## config.mk

```make
export PLATFORM = sky130hd
export DESIGN_NAME = graph_component_and_bfs_path
export DESIGN_NICKNAME = d
export VERILOG_FILES = /design/src/sv/gcbp_pkg.sv /design/src/sv/gcbp_adj.sv /design/src/sv/gcbp_out.sv /design/src/sv/gcbp_core.sv /design/src/sv/graph_component_and_bfs_path.sv
export VERILOG_INCLUDE_DIRS = /design/src /design/src/sv
export SDC_FILE = /design/constraint.sdc
export NUM_CORES = 1
export LEC_CHECK = 0
export BUFFER_PORTS_ARGS = -buffer_cell sky130_fd_sc_hd__buf_2
export CORE_ASPECT_RATIO = 0.5
export CORE_MARGIN = 2
export CORE_UTILIZATION = 40
export DETAILED_ROUTE_END_ITERATION = 10
export HOLD_SLACK_MARGIN = 0.02
export PLACE_DENSITY_LB_ADDON = 0.05
export SYNTH_ARGS = -nofsm -noshare
export SYNTH_HDL_FRONTEND = slang
export SYNTH_HIERARCHICAL = 1
export SYNTH_SLANG_ARGS = --single-unit
```

## constraint.sdc

```tcl
create_clock -name clock -period 8.8 [get_ports clock]
set_input_delay 0.44 -clock clock [delete_from_list [all_inputs] [get_ports clock]]
set_output_delay 0.44 -clock clock [all_outputs]
set_load 0.02 [all_outputs]
```

## src/sv/assert_macros.svh

```systemverilog
// Assertion macros shared by the graph search block.
`ifndef ASSERT_MACROS_SVH
`define ASSERT_MACROS_SVH

// Checks that the consequent holds in the same cycle as the antecedent.
`define GCBP_ASSERT_IMP(label, clk, rst, ante, cons) \
   label: assert property (@(posedge clk) disable iff (rst) (ante) |-> (cons)) \
      else $error("assertion failed");

// Checks that the consequent holds in the cycle after the antecedent.
`define GCBP_ASSERT_NEXT(label, clk, rst, ante, cons) \
   label: assert property (@(posedge clk) disable iff (rst) (ante) |=> (cons)) \
      else $error("assertion failed");

`endif

```

## src/sv/gcbp_pkg.sv

```systemverilog
// Types and constants shared by the graph search block.
package gcbp_pkg;

   localparam int VERTEX_W = 4;
   localparam int COUNT_W  = 5;
   localparam int VALUE_W  = 5;
   localparam int MAX_VERTICES = 16;

   localparam logic [1:0] REQ_ADD_EDGE = 2'd0;
   localparam logic [1:0] REQ_ASSIGN   = 2'd1;
   localparam logic [1:0] REQ_PATH     = 2'd2;

   localparam logic [1:0] STATUS_OK      = 2'd0;
   localparam logic [1:0] STATUS_RANGE   = 2'd1;
   localparam logic [1:0] STATUS_NO_PATH = 2'd2;

   localparam logic [COUNT_W-1:0] COUNT_RESET = 5'd16;

   typedef struct packed {
      logic [1:0]          req_type;
      logic [VERTEX_W-1:0] src_vertex;
      logic [VERTEX_W-1:0] dst_vertex;
   } gcbp_req_type;

   typedef struct packed {
      logic [1:0]          status;
      logic [VERTEX_W-1:0] vertex;
      logic [VALUE_W-1:0]  value;
      logic                last;
   } gcbp_rsp_type;

   typedef struct packed {
      logic         load;
      gcbp_rsp_type data;
   } gcbp_out_load_type;

   typedef struct packed {
      logic                en;
      logic [VERTEX_W-1:0] row;
      logic [VERTEX_W-1:0] col;
   } gcbp_edge_wr_type;

   typedef enum logic [3:0] {
      S_IDLE,
      S_DISPATCH,
      S_EMIT1,
      S_A_SCAN,
      S_A_POP,
      S_A_EDGE,
      S_A_OUT,
      S_P_POP,
      S_P_EDGE,
      S_P_BACK,
      S_P_OUT
   } gcbp_state_type;

endpackage

```

## src/sv/gcbp_adj.sv

```systemverilog
// Adjacency bitmap store with one edge write port and one row read port.
module gcbp_adj import gcbp_pkg::*; #(
   parameter int NODES = 16
) (
   input  logic                clock,
   input  logic                reset,
   input  gcbp_edge_wr_type    edge_wr,
   input  logic [VERTEX_W-1:0] rd_row,
   output logic [((NODES < 16) ? NODES : 16)-1:0] row_bits
);
   localparam int VMAX = (NODES < 16) ? NODES : 16;
   localparam int IW   = $clog2(VMAX);

   logic [VMAX-1:0] adj_ff [VMAX];

   always_ff @(posedge clock) begin
      if (reset) begin
         for (int i = 0; i < VMAX; i++) begin
            adj_ff[i] <= '0;
         end
      end else if (edge_wr.en) begin
         adj_ff[edge_wr.row[IW-1:0]][edge_wr.col[IW-1:0]] <= 1'b1;
      end
   end

   assign row_bits = adj_ff[rd_row[IW-1:0]];
endmodule

```

## src/sv/gcbp_out.sv

```systemverilog
// Result output register that frees its slot when the receiver takes the result.
module gcbp_out import gcbp_pkg::*; (
   input  logic              clock,
   input  logic              reset,
   input  gcbp_out_load_type out_load,
   output logic              slot_free,
   output logic              rsp_valid,
   input  logic              rsp_stall,
   output gcbp_rsp_type      rsp_data
);
   logic         valid_ff, valid_in;
   gcbp_rsp_type data_ff;

   assign slot_free = !valid_ff || !rsp_stall;
   assign valid_in  = out_load.load || (valid_ff && rsp_stall);

   always_ff @(posedge clock) begin
      if (reset) begin
         valid_ff <= 1'b0;
      end else begin
         valid_ff <= valid_in;
      end
   end

   always_ff @(posedge clock) begin
      if (out_load.load) begin
         data_ff <= out_load.data;
      end
   end

   assign rsp_valid = valid_ff;
   assign rsp_data  = data_ff;
endmodule

```

## src/sv/gcbp_core.sv

```systemverilog
// Sequencer that runs breadth-first searches one adjacency bit per cycle.
`include "assert_macros.svh"
module gcbp_core import gcbp_pkg::*; #(
   parameter int NODES = 16
) (
   input  logic                clock,
   input  logic                reset,
   input  logic                req_valid,
   output logic                req_stall,
   input  gcbp_req_type        req_data,
   input  logic                csr_valid,
   output logic                csr_ready,
   input  logic [COUNT_W-1:0]  csr_data,
   output gcbp_edge_wr_type    edge_wr,
   output logic [VERTEX_W-1:0] rd_row,
   input  logic [((NODES < 16) ? NODES : 16)-1:0] row_bits,
   input  logic                slot_free,
   output gcbp_out_load_type   out_load
);
   localparam int VMAX = (NODES < 16) ? NODES : 16;
   localparam int IW   = $clog2(VMAX);
   localparam logic [COUNT_W-1:0] VMAX_C = COUNT_W'(VMAX);

   gcbp_state_type state_ff, state_in;
   gcbp_req_type   req_ff;
   logic [COUNT_W-1:0] vc_ff, vc_in;
   logic [COUNT_W-1:0] n_live;
   logic [COUNT_W-1:0] sc_ff, sc_in;
   logic [COUNT_W-1:0] v_ff, v_in;
   logic [COUNT_W-1:0] head_ff, head_in;
   logic [COUNT_W-1:0] tail_ff, tail_in;
   logic [VALUE_W-1:0] dist_ff, dist_in;
   logic [IW-1:0]      u_ff, u_in;
   logic [IW-1:0]      cur_ff, cur_in;
   logic [VERTEX_W-1:0] len_ff, len_in;
   gcbp_rsp_type       one_ff, one_in;

   logic [VALUE_W-1:0]  comp_ff [VMAX];
   logic [IW-1:0]       pred_ff [VMAX];
   logic [VERTEX_W-1:0] hops_ff [VMAX];
   logic [IW-1:0]       queue_ff [VMAX];
   logic [IW-1:0]       path_ff [VMAX];
   logic [VMAX-1:0]     seen_ff;

   logic                accept, s_bad, d_bad, edge_hit;
   logic [IW-1:0]       s_idx, d_idx, v_idx, sc_idx, comp_addr;
   logic [VALUE_W-1:0]  comp_rd;
   logic                comp_we, pred_we, hops_we, queue_we, path_we, seen_clr, seen_we;
   logic [IW-1:0]       comp_wa, pw_a, queue_wa, seen_wa;
   logic [VALUE_W-1:0]  comp_wd;
   logic [IW-1:0]       pred_wd, queue_wd;
   logic [VERTEX_W-1:0] hops_wd;

   assign n_live = (vc_ff == '0) ? COUNT_W'(1) : ((vc_ff > VMAX_C) ? VMAX_C : vc_ff);
   assign accept    = req_valid && !req_stall;
   assign req_stall = (state_ff != S_IDLE);
   assign csr_ready = (state_ff == S_IDLE);
   assign s_bad  = {1'b0, req_ff.src_vertex} >= n_live;
   assign d_bad  = {1'b0, req_ff.dst_vertex} >= n_live;
   assign s_idx  = req_ff.src_vertex[IW-1:0];
   assign d_idx  = req_ff.dst_vertex[IW-1:0];
   assign v_idx  = v_ff[IW-1:0];
   assign sc_idx = sc_ff[IW-1:0];
   assign comp_addr = (state_ff == S_A_EDGE) ? v_idx : sc_idx;
   assign comp_rd   = comp_ff[comp_addr];
   assign rd_row    = VERTEX_W'(u_ff);
   assign edge_hit  = row_bits[v_idx];
   assign vc_in     = (csr_valid && csr_ready) ? csr_data : vc_ff;

   always_comb begin
      state_in = state_ff;
      case (state_ff)
         S_IDLE: begin
            if (accept) state_in = S_DISPATCH;
         end
         S_DISPATCH: begin
            case (req_ff.req_type)
               REQ_ADD_EDGE: state_in = S_EMIT1;
               REQ_ASSIGN:   state_in = S_A_SCAN;
               REQ_PATH: begin
                  if (s_bad || d_bad || req_ff.src_vertex == req_ff.dst_vertex) begin
                     state_in = S_EMIT1;
                  end else begin
                     state_in = S_P_POP;
                  end
               end
               default: state_in = S_IDLE;
            endcase
         end
         S_EMIT1: begin
            if (slot_free) state_in = S_IDLE;
         end
         S_A_SCAN: begin
            if (sc_ff == n_live) begin
               state_in = S_A_OUT;
            end else if (comp_rd == '0) begin
               state_in = S_A_POP;
            end
         end
         S_A_POP: begin
            state_in = (head_ff == tail_ff) ? S_A_SCAN : S_A_EDGE;
         end
         S_A_EDGE: begin
            if (v_ff == n_live) state_in = S_A_POP;
         end
         S_A_OUT: begin
            if (slot_free && sc_ff + 1'b1 == n_live) state_in = S_IDLE;
         end
         S_P_POP: begin
            state_in = (head_ff == tail_ff) ? S_EMIT1 : S_P_EDGE;
         end
         S_P_EDGE: begin
            if (v_ff == n_live) begin
               state_in = S_P_POP;
            end else if (edge_hit && !seen_ff[v_idx] && v_idx == d_idx) begin
               state_in = S_P_BACK;
            end
         end
         S_P_BACK: begin
            if (sc_ff == '0) state_in = S_P_OUT;
         end
         S_P_OUT: begin
            if (slot_free && sc_ff == {1'b0, len_ff}) state_in = S_IDLE;
         end
         default: state_in = S_IDLE;
      endcase
   end

   always_comb begin
      sc_in = sc_ff; v_in = v_ff; head_in = head_ff; tail_in = tail_ff;
      dist_in = dist_ff; u_in = u_ff; cur_in = cur_ff; len_in = len_ff; one_in = one_ff;
      comp_we = 1'b0; comp_wa = sc_idx; comp_wd = dist_ff;
      pred_we = 1'b0; hops_we = 1'b0; pw_a = v_idx; pred_wd = u_ff;
      hops_wd = hops_ff[u_ff] + 1'b1;
      queue_we = 1'b0; queue_wa = tail_ff[IW-1:0]; queue_wd = v_idx;
      path_we = 1'b0; seen_clr = 1'b0; seen_we = 1'b0; seen_wa = v_idx;
      edge_wr = '0;
      out_load = '0;
      case (state_ff)
         S_DISPATCH: begin
            one_in.status = STATUS_OK;
            one_in.vertex = req_ff.src_vertex;
            one_in.value  = '0;
            one_in.last   = 1'b1;
            case (req_ff.req_type)
               REQ_ADD_EDGE: begin
                  if (s_bad || d_bad) begin
                     one_in.status = STATUS_RANGE;
                  end else begin
                     edge_wr.en  = 1'b1;
                     edge_wr.row = req_ff.src_vertex;
                     edge_wr.col = req_ff.dst_vertex;
                  end
               end
               REQ_ASSIGN: begin
                  sc_in   = '0;
                  dist_in = VALUE_W'(1);
               end
               REQ_PATH: begin
                  if (s_bad || d_bad) begin
                     one_in.status = STATUS_RANGE;
                  end else if (req_ff.src_vertex != req_ff.dst_vertex) begin
                     seen_clr = 1'b1; seen_we = 1'b1; seen_wa = s_idx;
                     pred_we = 1'b1; hops_we = 1'b1; pw_a = s_idx;
                     pred_wd = s_idx; hops_wd = '0;
                     queue_we = 1'b1; queue_wa = '0; queue_wd = s_idx;
                     head_in = '0; tail_in = COUNT_W'(1);
                  end
               end
               default: ;
            endcase
         end
         S_EMIT1: begin
            out_load.load = slot_free;
            out_load.data = one_ff;
         end
         S_A_SCAN: begin
            if (sc_ff == n_live) begin
               sc_in = '0;
            end else if (comp_rd == '0) begin
               comp_we = 1'b1; comp_wa = sc_idx; comp_wd = dist_ff;
               queue_we = 1'b1; queue_wa = '0; queue_wd = sc_idx;
               head_in = '0; tail_in = COUNT_W'(1);
            end else begin
               sc_in = sc_ff + 1'b1;
            end
         end
         S_A_POP, S_P_POP: begin
            if (head_ff == tail_ff) begin
               if (state_ff == S_A_POP) begin
                  dist_in = dist_ff + 1'b1;
                  sc_in   = sc_ff + 1'b1;
               end else begin
                  one_in.status = STATUS_NO_PATH;
                  one_in.vertex = req_ff.dst_vertex;
                  one_in.value  = '0;
                  one_in.last   = 1'b1;
               end
            end else begin
               u_in    = queue_ff[head_ff[IW-1:0]];
               head_in = head_ff + 1'b1;
               v_in    = '0;
            end
         end
         S_A_EDGE: begin
            if (v_ff != n_live) begin
               if (edge_hit && comp_rd == '0) begin
                  comp_we = 1'b1; comp_wa = v_idx; comp_wd = dist_ff;
                  queue_we = 1'b1;
                  tail_in = tail_ff + 1'b1;
               end
               v_in = v_ff + 1'b1;
            end
         end
         S_A_OUT: begin
            out_load.load        = slot_free;
            out_load.data.status = STATUS_OK;
            out_load.data.vertex = VERTEX_W'(sc_idx);
            out_load.data.value  = comp_rd;
            out_load.data.last   = (sc_ff + 1'b1 == n_live);
            if (slot_free) sc_in = sc_ff + 1'b1;
         end
         S_P_EDGE: begin
            if (v_ff != n_live) begin
               if (edge_hit && !seen_ff[v_idx]) begin
                  seen_we = 1'b1;
                  pred_we = 1'b1; hops_we = 1'b1;
                  queue_we = 1'b1;
                  tail_in = tail_ff + 1'b1;
                  if (v_idx == d_idx) begin
                     len_in = hops_wd;
                     sc_in  = {1'b0, hops_wd};
                     cur_in = d_idx;
                  end
               end
               v_in = v_ff + 1'b1;
            end
         end
         S_P_BACK: begin
            path_we = 1'b1;
            cur_in  = pred_ff[cur_ff];
            if (sc_ff != '0) sc_in = sc_ff - 1'b1;
         end
         S_P_OUT: begin
            out_load.load        = slot_free;
            out_load.data.status = STATUS_OK;
            out_load.data.vertex = VERTEX_W'(path_ff[sc_idx]);
            out_load.data.value  = sc_ff;
            out_load.data.last   = (sc_ff == {1'b0, len_ff});
            if (slot_free) sc_in = sc_ff + 1'b1;
         end
         default: ;
      endcase
   end

   always_ff @(posedge clock) begin
      if (reset) begin
         state_ff <= S_IDLE;
         vc_ff    <= COUNT_RESET;
         head_ff  <= '0;
         tail_ff  <= '0;
         seen_ff  <= '0;
         for (int i = 0; i < VMAX; i++) begin
            comp_ff[i] <= '0;
         end
      end else begin
         state_ff <= state_in;
         vc_ff    <= vc_in;
         head_ff  <= head_in;
         tail_ff  <= tail_in;
         if (comp_we) comp_ff[comp_wa] <= comp_wd;
         if (seen_clr) begin
            seen_ff <= VMAX'(1) << seen_wa;
         end else if (seen_we) begin
            seen_ff[seen_wa] <= 1'b1;
         end
      end
   end

   always_ff @(posedge clock) begin
      if (accept) req_ff <= req_data;
      sc_ff   <= sc_in;
      v_ff    <= v_in;
      dist_ff <= dist_in;
      u_ff    <= u_in;
      cur_ff  <= cur_in;
      len_ff  <= len_in;
      one_ff  <= one_in;
      if (pred_we) pred_ff[pw_a] <= pred_wd;
      if (hops_we) hops_ff[pw_a] <= hops_wd;
      if (queue_we) queue_ff[queue_wa] <= queue_wd;
      if (path_we) path_ff[sc_idx] <= cur_ff;
   end

   `GCBP_ASSERT_IMP(a_tail_bound, clock, reset, state_ff != S_IDLE, tail_ff <= VMAX_C)
   `GCBP_ASSERT_IMP(a_head_le_tail, clock, reset, state_ff != S_IDLE, head_ff <= tail_ff)
   `GCBP_ASSERT_IMP(a_load_state, clock, reset, out_load.load, state_ff == S_EMIT1 || state_ff == S_A_OUT || state_ff == S_P_OUT)
   `GCBP_ASSERT_NEXT(a_accept_dispatch, clock, reset, accept, state_ff == S_DISPATCH)
endmodule

```

## src/sv/graph_component_and_bfs_path.sv

```systemverilog
// Top level of the graph search block: adjacency store, sequencer and output register.
//
// The request channel carries one request per handshake: add an edge, label
// components, or find a shortest path. req_stall is high from acceptance until
// the sequencer has handed the last result to the output register.
// The rsp channel delivers one result per cycle at most, with last set on the
// final result of each request. A held rsp_stall freezes the output register
// and the sequencer waits for the slot.
// The csr channel writes the vertex count; it is ready only while idle.
// An add-edge request passes through the dispatch and emit states to its result.
// A search checks one adjacency bit per cycle in the single edge-test step of
// the sequencer, for each vertex that it takes from the queue.
// Reset clears the graph and all labels, empties the output register, and sets the
// vertex count to 16.
module graph_component_and_bfs_path import gcbp_pkg::*; #(
   parameter int NODES = 16
) (
   input  logic               clock,
   input  logic               reset,
   input  logic               req_valid,
   output logic               req_stall,
   input  gcbp_req_type       req_data,
   output logic               rsp_valid,
   input  logic               rsp_stall,
   output gcbp_rsp_type       rsp_data,
   input  logic               csr_valid,
   output logic               csr_ready,
   input  logic [COUNT_W-1:0] csr_data
);
   localparam int VMAX = (NODES < 16) ? NODES : 16;

   gcbp_edge_wr_type    edge_wr;
   logic [VERTEX_W-1:0] rd_row;
   logic [VMAX-1:0]     row_bits;
   logic                slot_free;
   gcbp_out_load_type   out_load;

   gcbp_adj #(.NODES(NODES)) u_adj (
      .clock    (clock),
      .reset    (reset),
      .edge_wr  (edge_wr),
      .rd_row   (rd_row),
      .row_bits (row_bits)
   );

   gcbp_core #(.NODES(NODES)) u_core (
      .clock     (clock),
      .reset     (reset),
      .req_valid (req_valid),
      .req_stall (req_stall),
      .req_data  (req_data),
      .csr_valid (csr_valid),
      .csr_ready (csr_ready),
      .csr_data  (csr_data),
      .edge_wr   (edge_wr),
      .rd_row    (rd_row),
      .row_bits  (row_bits),
      .slot_free (slot_free),
      .out_load  (out_load)
   );

   gcbp_out u_out (
      .clock     (clock),
      .reset     (reset),
      .out_load  (out_load),
      .slot_free (slot_free),
      .rsp_valid (rsp_valid),
      .rsp_stall (rsp_stall),
      .rsp_data  (rsp_data)
   );
endmodule
```

# Word-level counts from Yosys, hierarchy flattened

Memory sizes are Yosys's and may differ from the RTL's. A register that Yosys moved wholly into a read port is not among the register bits.
Index checks and enable logic that the tools add are counted.

$add $sub $neg: 7
$mul: 0
Divide/modulo/power cells: 0
$lt $le $gt $ge: 8
Equality and inequality tests: 48
Shifts and indexed selects: 1
Muxes and demuxes: 136
Bitwise gates (word level): 2
Reduce and logical (&&, ||, !) cells: 48

Operators by type and width:

| operator             | number |
|---|---|
| $mux 5               | 33 |
| $mux 4               | 41 |
| $mux 16              | 5 |
| $pmux 4 s11          | 1 |
| $pmux 13 s3          | 1 |
| $mux 1               | 30 |
| $ne 2x1->1 const B   | 15 |
| $pmux 5 s6           | 1 |
| $mux 9               | 3 |
| $add 5x1->5 const B  | 5 |
| $mux 12              | 2 |
| $pmux 12 s2          | 1 |
| $pmux 4 s2           | 3 |
| $eq 5x5->1           | 4 |
| $pmux 5 s2           | 2 |
| $pmux 5 s4           | 1 |
| $reduce_and 10->1    | 2 |
| $ne 2x2->1 const B   | 9 |
| $eq 4x3->1 const B   | 4 |
| $or 16x16->16        | 1 |
| $reduce_or 16->1     | 1 |
| $shl 1x4->16 const A | 1 |
| $logic_not 5->1      | 3 |
| $lt 4x5->1 const B   | 3 |
| other kinds (42)     | 78 |

Flip-flop bits (word level): 93
Latch bits: 0
RAM bits: 592
Bits in read-only memories: 0
Bits of input ports: 20
Logic and storage cells: 278
Memories: 6

Memory list:

| memory          | words | bits a word | read ports | clocked after Yosys merged registers in | write ports | RTL line        | RTL |
|---|---|---|---|---|---|---|---|
| u_adj.adj_ff    | 16    | 16          | 1          | 0                                       | 16          | gcbp_adj.sv:14  | `logic [VMAX-1:0] adj_ff [VMAX];` |
| u_core.comp_ff  | 16    | 5           | 1          | 0                                       | 16          | gcbp_core.sv:38 | `logic [VALUE_W-1:0] comp_ff [VMAX];` |
| u_core.hops_ff  | 16    | 4           | 1          | 0                                       | 1           | gcbp_core.sv:40 | `logic [VERTEX_W-1:0] hops_ff [VMAX];` |
| u_core.path_ff  | 16    | 4           | 1          | 1                                       | 1           | gcbp_core.sv:42 | `logic [IW-1:0] path_ff [VMAX];` |
| u_core.pred_ff  | 16    | 4           | 1          | 1                                       | 1           | gcbp_core.sv:39 | `logic [IW-1:0] pred_ff [VMAX];` |
| u_core.queue_ff | 16    | 4           | 1          | 1                                       | 1           | gcbp_core.sv:41 | `logic [IW-1:0] queue_ff [VMAX];` |

# Logic depth before layout (Yosys ltp)

Gate-level depths: netlist of run 1.

Depth after elaboration: 15
Mapped depth: 16
Mapped depth without buffers: 13

# By module

The synthesis of run 1 kept the hierarchy.

By module, submodules not included:

| module    | times used | cells an instance | area an instance (um2) |
|---|---|---|---|
| gcbp_core | 1          | 1373              | 19787.7 |
| gcbp_adj  | 1          | 1011              | 10107.2 |
| gcbp_out  | 1          | 16                | 392.9 |

# Worst setup path after synthesis of run 1

Ideal clock, no wire load.

Kind: reg-to-reg
Start point: register u_core.u_ff[1], in the netlist u_core/rd_row[1] (read register of u_core.queue_ff)
End point: memory u_core.comp_ff[13][0] (enable)
Arrival: 3.502 ns
Data required time: 8.424 ns
Slack: 4.922 ns
Cell stages (with the launch flop): 13
Path buffers: 3
Clock period less this slack: 3.878 ns
Path through: edfxtp_1 -> buf_2 -> buf_1 -> mux4_2 -> a22oi_1 -> nand2_1 -> mux4_2 -> nor2b_1 -> a211oi_1 -> a2111oi_2 -> buf_2 -> mux2_2 -> o31ai_1

RTL lines:

| item               | RTL line        | RTL |
|---|---|---|
| start: declaration | gcbp_core.sv:33 | `logic [IW-1:0] u_ff, u_in;` |
| end: declaration   | gcbp_core.sv:38 |  |

==> results.py, run 1 <==
metrics = {
    "global_routing": {
        "grt_overflow": 0,
        "grt_start_max_net_pins": 194,
        "grt_pass1_wl_um": 127000,
        "track_usage": 0.221,
        "grt_pass1_vias": 18600,
        "antenna_found_initial": 1,
    },
    "clock_network": {
        "cts_max_level": 3,
        "hold_buffers": 16,
        "ctsResizeCount": 0,
        "cts_buffer_depth": 3,
        "clock_tree.root_cell": "clkbuf_16",
        "clock_latency_ns": 0.65,
        "post_cts_buffers": 0,
        "cts_buffers": 67,
        "clkTransAtPathRegs_ns": 0.06,
        "cts_tree": "yes",
        "cts.sinks": 691,
    },
    "timing": {
        "setup_tns_ns": 0,
        "setup_viol": 0,
        "slew_viol_final": 0,
        "worstMarginPinSlew_ns": 1.15,
        "fmax_ghz": 0.187,
        "fin_skew_ns": 0.0278,
        "slew_headroom": 0.229,
        "fin_crit_ns": 5.36,
        "fin_crit_sh": 0.609,
        "rsz0062_at_grt": "no",
        "hold_viol_final": 0,
    },
    "outcome": {
        "outcome": "finished, final reports clean",
    },
    "logic_synthesis": {
        "syn_area_sq_um": 30300,
        "synthesis.nets": 2438,
        "synth_flop_cell": "edfxtp_1",
        "synthArstFlopShare": 0,
        "syn_inst": 2400,
        "synth-edff-count": 391,
        "avgSynthCellArea_sq_um": 12.6,
        "ys_ff_latch": 691,
        "ys_warn_count": 6,
        "synth_cell_type_count": 84,
        "yosysSeqAreaShare": 0.586,
    },
    "placement": {
        "place_area_sq_um": 31300,
        "dp_hpwl_um": 53800,
        "portBuffers": 34,
        "place.gp.congestion": 0.872,
    },
    "route": {
        "drt-total-wl_um": 85000,
        "wire_per_inst_um": 24.7,
        "drtIter0Drc": 1687,
        "drcViolationCount": 0,
        "vias_per_cell": 5.59,
        "antenna_left": 0,
        "vias": 19300,
        "dr.pass1.iters": 6,
    },
    "critical_path": {
        "cp-end-kind": "register",
        "setup.worst_path.start_class": "register",
        "critPathRequiredTime_ns": 9.06,
        "critPathMaxFanout": 27,
        "worst-setup-path-type": "register to register",
        "critPathArrivalTime_ns": 5.62,
    },
    "floorplanning": {
        "fp.dieH_um": 199,
        "design.core.area_sq_um": 75100,
        "num_io_pins": 35,
        "die_w_um": 393,
        "start_util": 0.403,
        "rows": 71,
        "die_area_sq_um": 78100,
    },
    "power_and_ir_drop": {
        "p_comb_frac": 0.221,
        "p_clk_frac": 0.334,
        "power_frac_seq": 0.445,
        "leakage_uw": 0.0115,
        "peakVddDrop_v": 0.000144,
        "power.density_nw_per_um2": 255,
        "power_switching_uw": 2700,
        "cellInternalPower_uw": 5870,
        "swShare": 0.315,
    },
    "cells_and_area": {
        "fillers": 6825,
        "drive_gt1_frac": 0.148,
        "nNetsFinal": 2409,
        "final_area_sq_um": 33600,
        "area_growth_pct": 10.8,
        "mostFrequentLayoutCell": "edfxtp_1",
        "layout_common_cells": "edfxtp_1 (391), dfxtp_1 (300), inv_1 (283), o22ai_1 (262), mux4_2 (150)",
    },
    "worst_hold_path": {
        "hold_path_class": "primary input to register",
    },
    "run": {
        "cap_viol_max_count": 0,
    },
}
worst max-delay path, cell delays in order, from the launching register on:
cell,delay [ns]
dfxtp_1,0.87
and4bb_4,0.45
mux2i_4,0.23
buf_4,0.44
mux4_1,0.63
mux2i_1,0.30
a22o_1,0.20
o211a_1,0.41
nand3_4,0.26
mux2i_1,0.31
o31ai_1,0.84
area by class of cell:
| type | instances | area [sq um] | area share |
|---|---|---|---|
| multi-input combinational | 1235 | 10600 | 0.317 |
| antenna | 1 | 2.50 | 0.0000745 |
| timing repair buffer | 93 | 701 | 0.0209 |
| sequential | 691 | 17700 | 0.529 |
| clock buffer | 95 | 1930 | 0.0574 |
| inverter | 283 | 1060 | 0.0316 |
| clock inverter | 25 | 215 | 0.00641 |
| tap | 1022 | 1280 | 0.0381 |
cell usage after synthesis, types with 3 or more instances:
cell type | count | area (sq um)
o21ai_0 | 28 | 140
o32ai_1 | 3 | 26.3
nand2b_1 | 14 | 87.6
and2_1 | 19 | 119
a21oi_1 | 36 | 180
mux4_2 | 150 | 3380
buf_4 | 5 | 37.5
dfxtp_1 | 300 | 6010
buf_2 | 45 | 225
a211oi_1 | 4 | 30.0
nand4_1 | 3 | 18.8
o31ai_1 | 17 | 128
clkbuf_1 | 112 | 420
xnor2_1 | 15 | 131
a32oi_1 | 5 | 43.8
a311oi_1 | 4 | 35.0
xor2_1 | 21 | 184
a221oi_1 | 3 | 26.3
edfxtp_1 | 391 | 11700
mux2i_1 | 47 | 470
nand3_1 | 37 | 185
nor4_1 | 11 | 68.8
mux4_1 | 15 | 394
nand2_1 | 117 | 439
or3_1 | 12 | 75.1
ha_1 | 18 | 225
o22a_1 | 3 | 26.3
nor3b_1 | 3 | 22.5
inv_1 | 283 | 1060
o21a_1 | 3 | 22.5
nor3_1 | 16 | 80.1
nor2b_1 | 22 | 138
a22oi_1 | 56 | 420
nor2_1 | 113 | 424
a31oi_1 | 10 | 62.6
buf_1 | 18 | 67.6
a221o_1 | 3 | 30.0
and3_1 | 99 | 619
o2111ai_1 | 3 | 26.3
mux2_2 | 12 | 135
buf_6 | 9 | 101
o22ai_1 | 262 | 1640
registers in the layout, summed over array words and instances, names as in the netlist, 6 cells and up, named ones only:
signal	cells
u_adj/adj_ff	256
u_core/comp_ff	80
u_core/hops_ff	64
u_core/one_ff	6
u_core/path_ff	64
u_core/pred_ff	64
u_core/queue_ff	64
u_core/seen_ff	16
u_out/rsp_data	12
worst paths after layout:
kind                                          start                    to  slack, ns  cells after the start
worst min-delay path                          reset       u_core/vc_ff[1]       0.21                      2
worst min register to register  u_adj/adj_ff[0][14]   u_adj/adj_ff[0][14]       0.46                      2
worst max-delay path             u_core/state_ff[2]  u_core/comp_ff[4][3]       3.44                     10
worst max register to register   u_core/state_ff[2]  u_core/comp_ff[4][3]       3.44                     10
power by group through the flow:
stage	sequential (uW)	combinational, uW	clock [uW]
6_report	3810	1900	2860
5_1_grt	3830	2030	3070
3_5_place_dp	3880	1880	0
2_1_floorplan	3740	1370	0
4_1_cts	3810	1900	2960
3_3_place_gp	3880	1880	0
kinds of logic (layout without fill, tap and decap cells):
| logic type | Yosys count | count (layout) | share of synthesized area |
|---|---|---|---|
| compound gates | 467 | 467 | 0.103 |
| other cells | 0 | 1 | 0 |
| xor+xnor | 38 | 38 | 0.0119 |
| simple gates | 486 | 486 | 0.0822 |
| flops | 691 | 691 | 0.586 |
| mux | 226 | 226 | 0.146 |
| fa+ha+maj | 18 | 18 | 0.00744 |
| buf+inv | 474 | 496 | 0.0639 |
metrics by stage:
| stage | utilization | worst slack [ns] | hold WS (ns) | power, uW | cells |
|---|---|---|---|---|---|
| final | 0.447 | 3.44 | 0.215 | 8570 | 3445 |
| after global routing | 0.447 | 3.14 | 0.235 | 8930 | 3444 |
| after detailed placement | 0.417 | 3.53 | 0.449 | 5760 | 3308 |
| after global placement | 0.417 | 3.53 | 0.444 | 5760 | 3308 |
| after floorplan | - | 4.92 | 0.437 | 5110 | 2400 |
| after CTS | 0.447 | 3.51 | 0.232 | 8660 | 3444 |
per-layer routing:
layer	wire, um	track usage
met5	11	0
met4	1550	0.0522
met3	4100	0.0397
met2	38700	0.344
met1	40700	0.322
(Power assumes the default switching activity.)
==> run 2: changes to the inputs <==
==> constraint.sdc (replaced) <==
create_clock -name clock -period 5.4 [get_ports clock]
set_input_delay 0.27 -clock clock [delete_from_list [all_inputs] [get_ports clock]]
set_output_delay 0.27 -clock clock [all_outputs]
set_load 0.02 [all_outputs]
==> run 2 against run 1 <==
  * Fmax up 5.0%
  * Core utilization increased by 0.40 points
  * Via count is 1.1% higher
  * Largest cell class unchanged
  * Die area did not move
  * Critical path depth is 2 higher
  * Critical path type unchanged
  * Largest power group unchanged
  * Clock power increased by 65%
  * Wire length increased by 2.1%
  * Worst setup slack worse by 3.1 ns
  * Design area is 0.89% higher
  * Register-to-register slack got worse by 3.1 ns
  * Critical endpoint is now u_core/comp_ff[12][1]
  * Sequential share of layout area fell by 0.46 points
  * Combinational power is 73% higher
==> results.py, run 2 (synthesis gave the netlist of run 1 again) <==
metrics = {
    "outcome": {
        "outcome": "finished, final reports clean",
    },
    "critical_path": {
        "crit_path_start": "u_core/rd_row[0]",
        "rr_startpoint": "u_core/rd_row[0]",
        "slowest_stage": "o31ai_1",
        "r2r_cells": 12,
        "path_buf_inv": 2,
        "cp-end-kind": "register",
        "max_stage_delay_ns": 0.90,
        "cp-endpoint": "u_core/comp_ff[12][1]",
        "cp_top_family": "compound AO/OA/AOI/OAI gates",
        "crit_chain": "buf_12 -> buf_4 -> mux4_2 -> a22oi_1 -> nand2_1 -> mux4_2 -> nor2b_1 -> a211oi_1 -> a2111oi_4 -> nor3_1 -> a21oi_1 -> o31ai_1",
        "critPathArrivalTime_ns": 5.35,
        "setup.worst_path.start_class": "register",
        "critical_path.most_common_cell": "mux4_2",
        "critPathMaxFanout": 29,
        "worst-setup-path-type": "register to register",
        "critPathRequiredTime_ns": 5.65,
        "crit_cells": 12,
        "rr_endpoint": "u_core/comp_ff[12][1]",
        "worst-r2r-setup-slack_ns": 0.30,
    },
    "cells_and_area": {
        "layoutNonFillerInstCount": 3474,
        "top_regs": "u_adj/adj_ff (256), u_core/comp_ff (80)",
        "fillers": 6938,
        "drive_gt1_frac": 0.160,
        "largest_reg_flops": 256,
        "layout_common_cells": "edfxtp_1 (391), dfxtp_1 (300), inv_1 (283), o22ai_1 (262), mux4_2 (150)",
        "regMostFlops": "u_adj/adj_ff",
        "multi_input_area_sq_um": 10600,
        "area_growth_pct": 11.8,
        "nNetsFinal": 2439,
        "register_area_sq_um": 17700,
        "mostFrequentLayoutCell": "edfxtp_1",
    },
    "placement": {
        "portBuffers": 34,
        "placed_cells": 3339,
        "place.gp.congestion": 0.894,
        "dp_hpwl_um": 56200,
        "place_ws_ns": 0.371,
    },
    "floorplanning": {
        "num_io_pins": 35,
        "rows": 71,
        "die_w_um": 393,
        "start_util": 0.403,
        "design.core.area_sq_um": 75100,
        "fp.dieH_um": 199,
        "die_area_sq_um": 78100,
    },
    "global_routing": {
        "grt_pass1_vias": 19100,
        "antenna_found_initial": 3,
        "grt_start_max_net_pins": 189,
        "track_usage": 0.226,
        "grt_overflow": 0,
        "grt_pass1_wl_um": 129000,
    },
    "timing": {
        "fin_skew_ns": 0.0251,
        "hold_viol_final": 0,
        "slew_viol_final": 0,
        "setup_ws_ns": 0.298,
        "worstMarginPinSlew_ns": 1.17,
        "fmax_ghz": 0.196,
        "fin_crit_ns": 5.10,
        "timing.hold.ws_ns": 0.0966,
        "setup_tns_ns": 0,
        "rsz0062_at_grt": "no",
        "setup_viol": 0,
        "fin_crit_sh": 0.945,
        "slew_headroom": 0.218,
    },
    "clock_network": {
        "clock_latency_ns": 0.63,
        "clock_tree.root_cell": "clkbuf_16",
        "cts_max_level": 3,
        "cts.sinks": 691,
        "clkTransAtPathRegs_ns": 0.07,
        "cts_buffers": 66,
        "post_cts_buffers": 0,
        "cts_buffer_depth": 3,
        "cts_tree": "yes",
    },
    "power_and_ir_drop": {
        "total_power_uw": 14200,
        "leakage_uw": 0.0116,
        "power.density_nw_per_um2": 419,
        "p_comb_frac": 0.232,
        "power_switching_uw": 4490,
        "peakVddDrop_v": 0.000220,
        "power_frac_seq": 0.435,
        "p_clk_frac": 0.333,
        "swShare": 0.317,
        "cellInternalPower_uw": 9690,
    },
    "route": {
        "antenna_left": 0,
        "vias": 19500,
        "wire_per_inst_um": 25.0,
        "drt-total-wl_um": 86800,
        "vias_per_cell": 5.61,
        "drtIter0Drc": 1827,
        "dr.pass1.iters": 5,
        "drcViolationCount": 0,
    },
    "run": {
        "cap_viol_max_count": 0,
    },
    "worst_hold_path": {
        "hold_path_class": "primary input to register",
        "whs_path_depth": 2,
    },
}
[run 2: cell count changes in the layout (fill, tap and decap cells not counted), moves of 2 or more]
cell        before  now
buf_12           3    8
buf_4           40   66
bufinv_16        2    6
clkbuf_1        15   11
clkbuf_8        10    4
clkinv_1         6    8
clkinv_2        11   14
clkinvlp_4       1    3
[run 2: power groups by stage]
stage | registers [uW] | clock network, uW | logic [uW]
floorplan | 6100 | 0 | 2230
global placement | 6280 | 0 | 3280
detailed placement | 6280 | 0 | 3270
CTS | 6170 | 4860 | 3290
global route | 6190 | 5060 | 3530
finish | 6170 | 4720 | 3290
[run 2: layout make-up]
| class | instances | share of cell area |
|---|---|---|
| repair buffers | 124 | 0.0294 |
| clock inverters | 35 | 0.0102 |
| flip-flops and latches | 691 | 0.524 |
| multi-input cells | 1235 | 0.314 |
| clock buffers | 83 | 0.0531 |
| well taps | 1022 | 0.0378 |
| inverters | 283 | 0.0314 |
| diodes | 1 | 0.0000739 |
[run 2: routing by layer]
layer / vias up / wire, um / track usage
met5: - / 0 / 0
met4: 0 / 1620 / 0.0534
met3: 107 / 4140 / 0.0413
met2: 464 / 39700 / 0.352
met1: 9911 / 41300 / 0.327
li1: 8996 / - / -
[run 2: per-stage QoR]
step	instance area, sq um	utilization
finish	33900	0.451
floorplan	30300	-
CTS	33900	0.451
detailed placement	31600	0.420
global placement	31600	0.420
global route	33900	0.451
[run 2: worst min-delay path by stage]
stage | slack [ns] | to | startpoint
after floorplan | 0.34 | u_out/rsp_valid | reset
after global placement | 0.44 | u_adj/adj_ff[13][15] | u_adj/adj_ff[13][15]
after detailed placement | 0.45 | u_core/s_idx[0] | req_data[4]
after CTS | 0.09 | u_out/rsp_valid | reset
after global routing | 0.11 | u_out/rsp_valid | reset
final | 0.1 | u_core/vc_ff[2] | reset
[run 2: worst reg2reg max path, cell delays in order (launching register included)]
cell       delay, ns
edfxtp_1        0.39
buf_12          0.24
buf_4           0.29
mux4_2          0.50
a22oi_1         0.22
nand2_1         0.10
mux4_2          0.54
nor2b_1         0.16
a211oi_1        0.74
a2111oi_4       0.27
nor3_1          0.21
a21oi_1         0.15
o31ai_1         0.90
[run 2: repair_timing]
| item | 4_1_cts | 5_1_grt |
|---|---|---|
| gates resized for setup | 0 | 1 |
| hold buffers | 16 | 0 |
| endpoints found under the hold margin | 16 | 0 |
| endpoints found under the setup margin | 0 | 1 |
